**config.mk**
```make
export PLATFORM = sky130hd
export DESIGN_NAME = horizontal_line_event_detector_top
export DESIGN_NICKNAME = d
export VERILOG_FILES = /design/src/hled_pkg.sv /design/src/hled_in_reg.sv /design/src/hled_row_acc.sv /design/src/hled_decide.sv /design/src/horizontal_line_event_detector_top.sv
export SDC_FILE = /design/constraint.sdc
export NUM_CORES = 1
export LEC_CHECK = 0
export ABC_AREA = 1
export ABC_CLOCK_PERIOD_IN_PS = 16100
export BUFFER_PORTS_ARGS = -buffer_cell sky130_fd_sc_hd__buf_4
export CAP_MARGIN = 10
export CORE_MARGIN = 3
export CORE_UTILIZATION = 30
export CTS_CLUSTER_DIAMETER = 40
export DETAILED_ROUTE_END_ITERATION = 6
export SLEW_MARGIN = 40
export SYNTH_ARGS = -nofsm -noshare
export SYNTH_HDL_FRONTEND = slang
export SYNTH_SLANG_ARGS = --single-unit
```
**constraint.sdc**
```tcl
create_clock -name clk -period 16.1 [get_ports clk]
set_clock_uncertainty 0.05 [all_clocks]
set_input_delay 0.805 -clock clk [delete_from_list [all_inputs] [get_ports clk]]
set_output_delay 0.805 -clock clk [all_outputs]
set_load 0.03 [all_outputs]
```
**src/hled_pkg.sv**
```systemverilog
// ----------------------------------------------------------------------------
// hled_pkg
// shared types and constants of the horizontal line event detector
// ----------------------------------------------------------------------------
`default_nettype none

package hled_pkg;

  // configuration port
  localparam int CFG_INDEX_W = 4;
  localparam int CFG_DATA_W  = 18;

  localparam logic [CFG_INDEX_W-1:0] CFG_ROI_FIRST_ROW   = 4'd0;
  localparam logic [CFG_INDEX_W-1:0] CFG_HIGH_THRESHOLD  = 4'd1;
  localparam logic [CFG_INDEX_W-1:0] CFG_MID_THRESHOLD   = 4'd2;
  localparam logic [CFG_INDEX_W-1:0] CFG_COOLDOWN_FRAMES = 4'd3;

  localparam int ROW_CFG_W  = 10;
  localparam int THR_W      = 18;
  localparam int COOLDOWN_W = 6;

  localparam logic [ROW_CFG_W-1:0]  ROI_FIRST_ROW_RESET   = 10'd320;
  localparam logic [THR_W-1:0]      HIGH_THRESHOLD_RESET  = 18'd352;
  localparam logic [THR_W-1:0]      MID_THRESHOLD_RESET   = 18'd256;
  localparam logic [COOLDOWN_W-1:0] COOLDOWN_FRAMES_RESET = 6'd45;

  typedef enum logic [1:0] {
    EV_NONE      = 2'd0,
    EV_THIN_LINE = 2'd1,
    EV_WIDE_BAND = 2'd2
  } event_code_t;

  typedef struct packed {
    logic [ROW_CFG_W-1:0]  roi_first_row;
    logic [THR_W-1:0]      high_threshold;
    logic [THR_W-1:0]      mid_threshold;
    logic [COOLDOWN_W-1:0] cooldown_frames;
  } cfg_t;

  typedef struct packed {
    logic [7:0] pixel;
    logic       row_end;
    logic       frame_end;
  } pixel_item_t;

  // per-frame summary handed from the row accumulator to the decision stage
  typedef struct packed {
    logic done;
    logic strong_one_two;
    logic medium_le_two;
    logic medium_ge_four;
  } frame_stat_t;

endpackage

`default_nettype wire

```
**src/hled_in_reg.sv**
```systemverilog
// ----------------------------------------------------------------------------
// hled_in_reg
// input register with flow control toward the result register
// ----------------------------------------------------------------------------
`default_nettype none

module hled_in_reg (
  input  wire logic                 clk,
  input  wire logic                 rst,
  input  wire logic                 in_valid,
  output logic                      in_ready,
  input  wire hled_pkg::pixel_item_t in_item,
  input  wire logic                 out_free,
  output hled_pkg::pixel_item_t     stage_item,
  output logic                      step
);

  logic stage_valid;

  // only a frame end needs a free result slot
  assign step     = stage_valid && (!stage_item.frame_end || out_free);
  assign in_ready = !stage_valid || step;

  always_ff @(posedge clk) begin
    if (rst) begin
      stage_valid <= 1'b0;
    end else if (in_valid && in_ready) begin
      stage_valid <= 1'b1;
    end else if (step) begin
      stage_valid <= 1'b0;
    end
  end

  always_ff @(posedge clk) begin
    if (in_valid && in_ready) begin
      stage_item <= in_item;
    end
  end

endmodule

`default_nettype wire

```
**src/hled_row_acc.sv**
```systemverilog
// ----------------------------------------------------------------------------
// hled_row_acc
// row sum, row index and saturating strong / medium row counters
// ----------------------------------------------------------------------------
`default_nettype none

module hled_row_acc #(
  parameter int MAX_WIDTH  = 1024,
  parameter int MAX_HEIGHT = 1024
) (
  input  wire logic                  clk,
  input  wire logic                  rst,
  input  wire logic                  step,
  input  wire hled_pkg::pixel_item_t item,
  input  wire hled_pkg::cfg_t        cfg,
  output hled_pkg::frame_stat_t      stat
);

  localparam int SUM_LIMIT_V = MAX_WIDTH * 255;
  localparam int SUM_W  = $clog2(SUM_LIMIT_V + 1);
  localparam int IDX_W  = $clog2(MAX_HEIGHT);
  localparam int CMPS_W = (SUM_W > hled_pkg::THR_W) ? SUM_W : hled_pkg::THR_W;
  localparam int CMPI_W = (IDX_W > hled_pkg::ROW_CFG_W) ? IDX_W : hled_pkg::ROW_CFG_W;
  localparam logic [SUM_W-1:0] SUM_LIMIT = SUM_W'(SUM_LIMIT_V);
  localparam logic [IDX_W-1:0] ROW_LIMIT = IDX_W'(MAX_HEIGHT - 1);

  logic [SUM_W-1:0] row_sum, row_sum_next;
  logic [IDX_W-1:0] row_index, row_index_next;
  logic [IDX_W-1:0] strong_rows, strong_rows_next;
  logic [IDX_W-1:0] medium_rows, medium_rows_next;

  logic [SUM_W:0]   sum_wide;
  logic [SUM_W-1:0] sum_sat;
  logic             in_roi;
  logic             is_strong;
  logic             is_medium;
  logic             closing;
  logic [IDX_W-1:0] strong_upd;
  logic [IDX_W-1:0] medium_upd;
  logic [IDX_W-1:0] index_inc;

  always_comb begin
    sum_wide  = {1'b0, row_sum} + (SUM_W + 1)'(item.pixel);
    sum_sat   = (sum_wide > {1'b0, SUM_LIMIT}) ? SUM_LIMIT : sum_wide[SUM_W-1:0];
    in_roi    = CMPI_W'(row_index) >= CMPI_W'(cfg.roi_first_row);
    is_strong = in_roi && (CMPS_W'(sum_sat) > CMPS_W'(cfg.high_threshold));
    is_medium = in_roi && !is_strong && (CMPS_W'(sum_sat) > CMPS_W'(cfg.mid_threshold));
    closing   = item.row_end || item.frame_end;

    index_inc  = (row_index < ROW_LIMIT) ? row_index + IDX_W'(1) : ROW_LIMIT;
    strong_upd = strong_rows;
    medium_upd = medium_rows;
    if (closing && is_strong && strong_rows < ROW_LIMIT) begin
      strong_upd = strong_rows + IDX_W'(1);
    end
    if (closing && is_medium && medium_rows < ROW_LIMIT) begin
      medium_upd = medium_rows + IDX_W'(1);
    end

    row_sum_next     = row_sum;
    row_index_next   = row_index;
    strong_rows_next = strong_rows;
    medium_rows_next = medium_rows;
    if (step) begin
      priority if (item.frame_end) begin
        row_sum_next     = '0;
        row_index_next   = '0;
        strong_rows_next = '0;
        medium_rows_next = '0;
      end else if (item.row_end) begin
        row_sum_next     = '0;
        row_index_next   = index_inc;
        strong_rows_next = strong_upd;
        medium_rows_next = medium_upd;
      end else begin
        row_sum_next = sum_sat;
      end
    end

    // counts including the row closed by the frame end
    stat.done           = step && item.frame_end;
    stat.strong_one_two = (strong_upd == IDX_W'(1)) || (strong_upd == IDX_W'(2));
    stat.medium_le_two  = medium_upd <= IDX_W'(2);
    stat.medium_ge_four = medium_upd >= IDX_W'(4);
  end

  always_ff @(posedge clk) begin
    if (rst) begin
      row_sum     <= '0;
      row_index   <= '0;
      strong_rows <= '0;
      medium_rows <= '0;
    end else begin
      row_sum     <= row_sum_next;
      row_index   <= row_index_next;
      strong_rows <= strong_rows_next;
      medium_rows <= medium_rows_next;
    end
  end

endmodule

`default_nettype wire

```
**src/hled_decide.sv**
```systemverilog
// ----------------------------------------------------------------------------
// hled_decide
// per-frame event decision, cooldown counter and result register
// ----------------------------------------------------------------------------
`default_nettype none

module hled_decide (
  input  wire logic                  clk,
  input  wire logic                  rst,
  input  wire hled_pkg::frame_stat_t stat,
  input  wire logic [hled_pkg::COOLDOWN_W-1:0] cooldown_frames,
  output logic                       out_valid,
  input  wire logic                  out_ready,
  output logic [1:0]                 event_code,
  output logic                       out_free
);

  logic [hled_pkg::COOLDOWN_W-1:0] cooldown_left, cooldown_left_next;
  logic [hled_pkg::COOLDOWN_W-1:0] cd_dec;
  hled_pkg::event_code_t           code;

  assign out_free = !out_valid || out_ready;

  always_comb begin
    cd_dec = (cooldown_left != '0) ? cooldown_left - (hled_pkg::COOLDOWN_W)'(1) : cooldown_left;
    code   = hled_pkg::EV_NONE;
    if (cd_dec == '0) begin
      priority if (stat.strong_one_two && stat.medium_le_two) begin
        code = hled_pkg::EV_THIN_LINE;
      end else if (stat.medium_ge_four) begin
        code = hled_pkg::EV_WIDE_BAND;
      end else begin
        code = hled_pkg::EV_NONE;
      end
    end
    cooldown_left_next = cooldown_left;
    if (stat.done) begin
      cooldown_left_next = (code != hled_pkg::EV_NONE) ? cooldown_frames : cd_dec;
    end
  end

  always_ff @(posedge clk) begin
    if (rst) begin
      cooldown_left <= '0;
      out_valid     <= 1'b0;
    end else begin
      cooldown_left <= cooldown_left_next;
      if (stat.done) begin
        out_valid <= 1'b1;
      end else if (out_ready) begin
        out_valid <= 1'b0;
      end
    end
  end

  always_ff @(posedge clk) begin
    if (stat.done) begin
      event_code <= code;
    end
  end

endmodule

`default_nettype wire

```
**src/horizontal_line_event_detector_top.sv**
```systemverilog
// ----------------------------------------------------------------------------
// horizontal_line_event_detector_top
// counts strong and medium mask rows per frame and reports line events
// ----------------------------------------------------------------------------
// usage:
//   pixel items enter on in_valid / in_ready in raster order; row_end marks
//   the last pixel of a row, frame_end the last pixel of the frame (it also
//   closes the row). one event_code item leaves on out_valid / out_ready for
//   every frame end: 0 none, 1 thin crossing line, 2 wide horizontal band
// path: a frame end is taken into the input register and, once it leaves
//   it, its event code is written into the result register, where out_valid
//   rises (input register, then result register)
// throughput: one pixel per cycle while no frame end is held, set by the
//   single add / compare path between the input register and row registers
// stall: pixels that do not end a frame keep flowing while a result waits;
//   a frame end is held in the input register until the result register is
//   free, and in_ready drops behind it
// reset: synchronous; clears row state, counters, cooldown and valids and
//   loads the configuration defaults (first row 320, thresholds 352 / 256,
//   cooldown 45); cfg_ready is always high, write only while idle
// ----------------------------------------------------------------------------
`default_nettype none

module horizontal_line_event_detector_top #(
  parameter int MAX_WIDTH  = 1024,
  parameter int MAX_HEIGHT = 1024
) (
  input  wire logic                          clk,
  input  wire logic                          rst,
  // pixel channel
  input  wire logic                          in_valid,
  output logic                               in_ready,
  input  wire logic [7:0]                    pixel,
  input  wire logic                          row_end,
  input  wire logic                          frame_end,
  // result channel
  output logic                               out_valid,
  input  wire logic                          out_ready,
  output logic [1:0]                         event_code,
  // configuration write channel
  input  wire logic                          cfg_valid,
  output logic                               cfg_ready,
  input  wire logic [hled_pkg::CFG_INDEX_W-1:0] cfg_index,
  input  wire logic [hled_pkg::CFG_DATA_W-1:0]  cfg_data
);

  hled_pkg::cfg_t        cfg;
  hled_pkg::pixel_item_t in_item;
  hled_pkg::pixel_item_t stage_item;
  hled_pkg::frame_stat_t stat;
  logic                  step;
  logic                  out_free;

  assign cfg_ready = 1'b1;

  // configuration registers, unknown indexes are ignored
  always_ff @(posedge clk) begin
    if (rst) begin
      cfg.roi_first_row   <= hled_pkg::ROI_FIRST_ROW_RESET;
      cfg.high_threshold  <= hled_pkg::HIGH_THRESHOLD_RESET;
      cfg.mid_threshold   <= hled_pkg::MID_THRESHOLD_RESET;
      cfg.cooldown_frames <= hled_pkg::COOLDOWN_FRAMES_RESET;
    end else if (cfg_valid && cfg_ready) begin
      unique case (cfg_index)
        hled_pkg::CFG_ROI_FIRST_ROW: begin
          cfg.roi_first_row <= cfg_data[hled_pkg::ROW_CFG_W-1:0];
        end
        hled_pkg::CFG_HIGH_THRESHOLD: begin
          cfg.high_threshold <= cfg_data[hled_pkg::THR_W-1:0];
        end
        hled_pkg::CFG_MID_THRESHOLD: begin
          cfg.mid_threshold <= cfg_data[hled_pkg::THR_W-1:0];
        end
        hled_pkg::CFG_COOLDOWN_FRAMES: begin
          cfg.cooldown_frames <= cfg_data[hled_pkg::COOLDOWN_W-1:0];
        end
        default: begin
        end
      endcase
    end
  end

  assign in_item.pixel     = pixel;
  assign in_item.row_end   = row_end;
  assign in_item.frame_end = frame_end;

  // input register
  hled_in_reg u_in_reg (
    .clk        (clk),
    .rst        (rst),
    .in_valid   (in_valid),
    .in_ready   (in_ready),
    .in_item    (in_item),
    .out_free   (out_free),
    .stage_item (stage_item),
    .step       (step)
  );

  // row accumulation and classification
  hled_row_acc #(
    .MAX_WIDTH  (MAX_WIDTH),
    .MAX_HEIGHT (MAX_HEIGHT)
  ) u_row_acc (
    .clk  (clk),
    .rst  (rst),
    .step (step),
    .item (stage_item),
    .cfg  (cfg),
    .stat (stat)
  );

  // frame decision and result register
  hled_decide u_decide (
    .clk             (clk),
    .rst             (rst),
    .stat            (stat),
    .cooldown_frames (cfg.cooldown_frames),
    .out_valid       (out_valid),
    .out_ready       (out_ready),
    .event_code      (event_code),
    .out_free        (out_free)
  );

endmodule

`default_nettype wire
```
Word-level counts from Yosys, hierarchy flattened. Index checks and enable logic that the tools add are counted. Widths: inputs -> output; s select.

Bits in registers: 120. Input bits: 37. Output and inout bits: 5. Logic and storage cells: 87.

Add/sub/neg operators: 5. Order comparisons: 9. Eq/ne operators: 5. Mux-type cells: 21. Reductions and logical operators: 32.

Operators with widths (number): $mux 10 (9); $mux 18 (3); $gt 18x18->1 (2); $add 10x1->10 const B (3); $lt 10x10->1 const B (3); $add 18x8->19 (1); $gt 19x18->1 const B (1); $mux 6 (2); $logic_and 1x1->1 (11); $eq 10x1->1 const B (1); $eq 10x2->1 const B (1); $ge 10x10->1 (1); $ge 10x3->1 const B (1); $le 10x2->1 const B (1); $reduce_and 2->1 (5); $eq 4x2->1 const B (2); $reduce_bool 2->1 (4); $logic_not 6->1 (1); $mux 2 (3); $reduce_bool 6->1 (1); $sub 6x1->6 const B (1); $logic_or 1x1->1 (5); $eq 4x1->1 const B (1); $logic_not 1->1 (4); 2 further kinds (5).

Logic depth before layout (Yosys ltp).
Word-level depth: 17. Gate-level depth with buffers: 42. Gate-level depth less buffers: 41.

Cells and area by module. Synthesis repeated with hierarchy kept, for this count alone.

Cell total of the unflattened synthesis: 1267. Area, all modules: 8277.9 µm².

Modules (own cells, without submodules): hled_row_acc (times used 1, cells each 787, area each 4773.3 µm², sequential area each 960.9 µm²); horizontal_line_event_detector_top (times used 1, cells each 363, area each 2433.6 µm², sequential area each 1041.0 µm²); hled_decide (times used 1, cells each 99, area each 709.4 µm², sequential area each 200.2 µm²); hled_in_reg (times used 1, cells each 18, area each 361.6 µm², sequential area each 320.3 µm²).

Worst setup path before layout. OpenSTA, ideal clock, no wires.

Path type: reg2reg. From: register u_in_reg.stage_item[2] (netlist name). To: register u_decide.cooldown_left[0] (netlist name). Setup time: 0.132 ns. Data arrival time: 4.948 ns. Data required time: 15.918 ns. Path slack: 10.970 ns. Cell stages (with the launch flop): 39. Path buffers: 2. Clock period less this slack: 5.130 ns. Cells stage by stage: edfxtp_1 -> ha_1 -> inv_1 -> fa_1 -> inv_1 -> nand3_1 -> nand2_2 -> nand2_2 -> nand2_4 -> nand2_1 -> nand2_1 -> nand3_1 -> nor2_2 -> nor2_2 -> nand2_4 -> nand2_1 -> inv_1 -> clkbuf_1 -> (+3 left out) -> inv_1 -> o21bai_1 -> a21oi_1 -> a2111oi_0 -> nand3_4 -> nand2_4 -> nand3_4 -> buf_6 -> nand2_4 -> nand2_2 -> nor2_4 -> nand2_1 -> nor2_2 -> nand4_4 -> nand2_2 -> nand2_1 -> nand3_1 -> a21oi_1.

Word-level cells in the longest chain between the ends: 17. Elaborated cells on any way between the ends: 26. Those cells by class: add/sub: 1; order compare: 5; eq/ne: 2; mux: 7; reduce/logical: 11.

Ends and longest elaborated chain: $add 18x8->19 * (RTL line hled_row_acc.sv:43) `sum_wide = {1'b0, row_sum} + (SUM_W + 1)'(item.pixel);`; $gt 19x18->1 (RTL line hled_row_acc.sv:44) `sum_sat = (sum_wide > {1'b0, SUM_LIMIT}) ? SUM_LIMIT : sum_wide[SUM_W-1:0];`; $mux 18 * (RTL line hled_row_acc.sv:44); $gt 18x18->1 (RTL line hled_row_acc.sv:46) `is_strong = in_roi && (CMPS_W'(sum_sat) > CMPS_W'(cfg.high_threshold));`; $logic_and 1x1->1 (RTL line hled_row_acc.sv:46); $logic_not 1->1 (RTL line hled_row_acc.sv:47) `is_medium = in_roi && !is_strong && (CMPS_W'(sum_sat) > CMPS_W'(cfg.mid_threshold));`; $logic_and 1x1->1 (2 in series) (RTL line hled_row_acc.sv:47); $logic_and 1x1->1 (2 in series) (RTL line hled_row_acc.sv:56) `if (closing && is_medium && medium_rows < ROW_LIMIT) begin`; $mux 10 (RTL line hled_row_acc.sv:56); $ge 10x3->1 / $le 10x2->1 (equally long branches) (RTL line hled_row_acc.sv:84, hled_row_acc.sv:83); $mux 2 / $logic_and 1x1->1 (equally long branches) (RTL line hled_decide.sv:30, hled_decide.sv:28); $mux 2 * (RTL line hled_decide.sv:28) `priority if (stat.strong_one_two && stat.medium_le_two) begin`; $mux 2 * (RTL line hled_decide.sv:27) `if (cd_dec == '0) begin`; $reduce_bool 2->1 * (RTL line hled_decide.sv:38) `cooldown_left_next = (code != hled_pkg::EV_NONE) ? cooldown_frames : cd_dec;`; $mux 6 * (RTL line hled_decide.sv:38); end signal, assigned (RTL line hled_decide.sv:47) `cooldown_left <= cooldown_left_next;`; end, declared (RTL line hled_decide.sv:18) `logic [hled_pkg::COOLDOWN_W-1:0] cooldown_left, cooldown_left_next;`.

Every way passes the cells marked *; elsewhere a longest branch is shown, timed or not. A chain may end at the register's enable or synchronous reset.

Worst setup path in the final report.
From: register u_row_acc.row_sum[0]. To: register u_decide.cooldown_left[1] (netlist name).

Word-level cells in the longest chain between the ends: 17. Elaborated cells on any way between the ends: 26. Those cells by class: add/sub: 1; order compare: 5; eq/ne: 2; mux: 7; reduce/logical: 11.

Ends and longest elaborated chain: start, declared (RTL line hled_row_acc.sv:27) `logic [SUM_W-1:0] row_sum, row_sum_next;`; start signal, assigned (RTL line hled_row_acc.sv:94) `row_sum <= row_sum_next;`; $add 18x8->19 * (RTL line hled_row_acc.sv:43); $gt 19x18->1 (RTL line hled_row_acc.sv:44); $mux 18 * (RTL line hled_row_acc.sv:44); $gt 18x18->1 (RTL line hled_row_acc.sv:46); $logic_and 1x1->1 (RTL line hled_row_acc.sv:46); $logic_not 1->1 (RTL line hled_row_acc.sv:47); $logic_and 1x1->1 (2 in series) (RTL line hled_row_acc.sv:47); $logic_and 1x1->1 (2 in series) (RTL line hled_row_acc.sv:56); $mux 10 (RTL line hled_row_acc.sv:56); $ge 10x3->1 / $le 10x2->1 (equally long branches) (RTL line hled_row_acc.sv:84, hled_row_acc.sv:83); $mux 2 / $logic_and 1x1->1 (equally long branches) (RTL line hled_decide.sv:30, hled_decide.sv:28); $mux 2 * (RTL line hled_decide.sv:28); $mux 2 * (RTL line hled_decide.sv:27); $reduce_bool 2->1 * (RTL line hled_decide.sv:38); $mux 6 * (RTL line hled_decide.sv:38).

Marks and branches as above.

==> results.txt <==
For the final-report max-slew violation count, the log shows 0. After clock tree synthesis, the clock-pin slew on the worst setup and hold paths is 0.06 ns. Summing the areas of all and, or, nand and nor instances in the mapped netlist gives 30.4% of the synthesized area. Across all hold checks on the routed design, the worst slack comes to 0.407 ns.

In this run, CTS created clock tree buffers numbering 17. Once the clock tree was built, the resizer swapped 0 gates to a different size. The average wire per standard cell works out to 13.1 µm.

The number of buffers inserted by port buffering was 40; the leakage power was 3.92 nW. In this run the vertical extent of the chip is 165 µm. The initial core utilization is 30.9%. The critical path is of the reg2reg type. The biggest area contributor in the post-synthesis netlist is dfxtp_1.

The final count of hold timing violations is 0, and the number of register bits inferred by synthesis is 120. Largest net degree at the start of global routing: 67. TritonCTS built the clock tree. Leaving out fill and tap cells, the most frequent cell in the layout is nand2_1. The final period demand of the worst path was 5.58 ns.

In this run the number of H-tree levels came out at 4. The logs give 628 for the DRC marker count from the first detailed-route iteration and 0 for the number of max-capacitance violations reported. After Yosys synthesis, full adders, half adders and majority gates account for 9.33% of the synthesized area.

The logs give 42 for the number of top-level pins and 14.3 mm for the placed wire-length estimate. The first TritonRoute pass finished after 5 iterations. On the critical path, the stage with the largest delay is an instance of a2111oi_1.

The total area inside the core boundary comes to 24,600 µm². Multiplexer share of the synthesized area: 0%. The logs give 45 for the number of unique standard cell types used by synthesis and 1,481 for the post-route non-filler standard cell count. The tools report the total global-route track usage as 14.8%. The run gives 0.771 mW as the total power consumption of the routed design. The number of flops mapped to enable cells by yosys was 12; the number of buffers inserted by hold repair at cts was 0.

The met3 capacity usage during global routing was 2.97%; the floorplan die width was 165 µm. Summed over all failing endpoints, the final setup total negative slack is 0 ns. Data on the critical path is required at its endpoint by 16.32 ns.

The run gives 2 as the maximum count of clock buffers along a single path. The sum of overflow across all layers after global routing is 0. Area added between synthesis and finish: 16.2%. Met1 track demand over resource in global routing: 21.4%.

The net count reported at finish was 1,238; the area share of the largest cell type after synthesis was 28.5%. Yosys attributes the largest share of cell area to dfxtp_1 (28%), nand2_1 (14%), ha_1 (9.1%), a21oi_1 (8.2%), inv_1 (7.8%). Setup repair after global routing left no endpoint under its margin. Summing the areas of all compound-gate instances in the mapped netlist gives 14.6% of the synthesized area. Dividing the detail-routed via count by the number of cells gives 4.79. The run finished with clean final reports. In the synthesized netlist the async set-or-reset flop fraction comes to 0%. Setup violations remaining at the end of the flow were counted as 0. Static timing analysis puts the maximum clock frequency at 0.179 GHz.

STA classifies the critical path endpoint as a flop. For this design, the sink count on the clock tree is 120. Along the worst path, the maximum fanout reaches 11. The transition time at the pin with the least slew margin works out to 0.779 ns. Synthesis produced a netlist with a net count of 1,209. After detailed placement, the total cell area comes to 8190 µm². At the placement stage, the worst setup path has a slack of 10.35 ns. The number of placed instances, taps included, is 1,450. In the layout the commonest cells are nand2_1 (280), inv_1 (154), a21oi_1 (124). For the number of antenna violations at the first check in global routing, the log shows 0. The synthesized netlist cell count is 1,116. The floorplan has 57 rows. The first global-routing pass estimated 32.1 mm of wire.

The relative slew slack is 47.7%, and the total power per unit cell area is 87.4 nW/µm². The synthesized netlist occupies a cell area of 7590 µm². The sum of routed wire length over all layers is 19.5 mm, and the number of buffers added for setup after CTS is 0. The largest family of logic cells by synthesized area was simple AND/OR/NAND/NOR gates. The tools report the buffer cell driving the clock tree root as clkbuf_16. After synthesis, flip-flops and latches occupy 33.2% of the total area.

The congestion estimate from routability-driven global placement came to 0.855. The routed layout has 7,089 vias. For the warning count from the yosys run, the log shows 0.

The final design instance area without fill is 8820 µm², and the clock latency reported for the late side of the worst-skew pair is 0.42 ns. The smallest setup slack after layout was 10.52 ns; the maximum vdd drop was 0.0000506 V. The largest stage delay on the critical path was 0.51 ns; the xor/xnor cell area share of the yosys netlist was 2.52%.

Dividing the final minimum period by the clock period gives 34.7%. The main flop type after synthesis is dfxtp_1. The full die area was 27,300 µm². For this run, design rule violations remaining after detail routing come to 0.

The tools report the number of global-route vias before repair as 6,540. The number of nets with antenna violations after routing came out at 0. The sort of element at the start of the critical path is a flop.

The worst min-delay path class is reg2reg. The share of cells above drive strength 1 was 10.1%. The global routing usage on met2 is 22.6%. The logs give 5.80 ns for the data arrival at the endpoint of the critical path and 35.8% for the end-of-flow core utilization. The most used cell along the critical path is nand2_1. The global routing stage identified its most utilized layer as met2.

The number of inserted diodes is 0. A synthesized cell averages 6.80 µm².
Yosys cell counts, types with 2 or more instances:
library cell	instances
nand2_1	281
inv_1	157
a21oi_1	124
dfxtp_1	108
nor2_1	70
o21ai_0	65
nand3_1	63
ha_1	55
nand4_1	33
clkbuf_1	28
nor3_1	17
edfxtp_1	12
xor2_1	12
nand2_2	10
nor2_2	10
xnor2_1	8
o21ai_1	6
clkinv_1	5
nor4_1	5
nand2_4	4
nand3b_1	4
o211ai_1	4
a211oi_1	3
nand3_2	3
nand3_4	3
o21bai_1	3
buf_4	2
inv_2	2
nor2_4	2
or2_2	2
critical path, delay by kind of cell, from the launching register on:
kind / cells / cell delay, ns
AO/OA/AOI/OAI: 4 / 0.76
flip-flops: 1 / 0.32
adder cells (fa/ha/maj): 3 / 0.91
AND/OR/NAND/NOR: 25 / 2.91
buffers and inverters: 3 / 0.46
sequential cells by signal, indices dropped and copies added, names as in the netlist:
register,count
u_row_acc.row_index,10
u_row_acc.row_sum,18
u_decide.cooldown_left,6
u_decide.event_code,2
u_in_reg.stage_item,10
u_row_acc.medium_rows,10
cfg,52
u_row_acc.strong_rows,10
u_decide.out_valid,1
u_in_reg.stage_valid,1
logic make-up after synthesis:
kind of cell | Yosys count
compound gates | 212
flops | 120
simple gates | 510
other cells | 1
xor+xnor | 21
fa+ha+maj | 56
buf+inv | 196
report_power, final:
| part | switching [mW] | total, mW | internal (mW) |
|---|---|---|---|
| Clock | 0.143 | 0.403 | 0.260 |
| Combinational | 0.0380 | 0.0581 | 0.0201 |
| Sequential | 0.00225 | 0.309 | 0.307 |
| Total | 0.183 | 0.771 | 0.588 |
area by class of cell:
type | instances | area, µm²
fillers | 2658 | 15800
multi-input cells | 800 | 4340
flip-flops and latches | 120 | 2520
inverters | 164 | 616
clock buffers | 21 | 482
well taps | 324 | 405
repair buffers | 42 | 315
clock inverters | 10 | 140
final timing paths:
kind,from,to,slack [ns],depth (start not counted)
worst max-delay path,u_row_acc.row_sum[0],u_decide.cooldown_left[1],10.52,35
worst min-delay path,cfg[1],cfg[1],0.41,2
worst max register to register,u_row_acc.row_sum[0],u_decide.cooldown_left[1],10.52,35
worst min register to register,cfg[1],cfg[1],0.41,2
per-layer routing:
layer | part of all wire [%] | vias to the layer above
met5 | 0 | -
met4 | 0.81 | 0
met3 | 5.4 | 9
met2 | 43 | 149
met1 | 51 | 3220
li1 | - | 3711
Power figures use the tool's default switching activity.
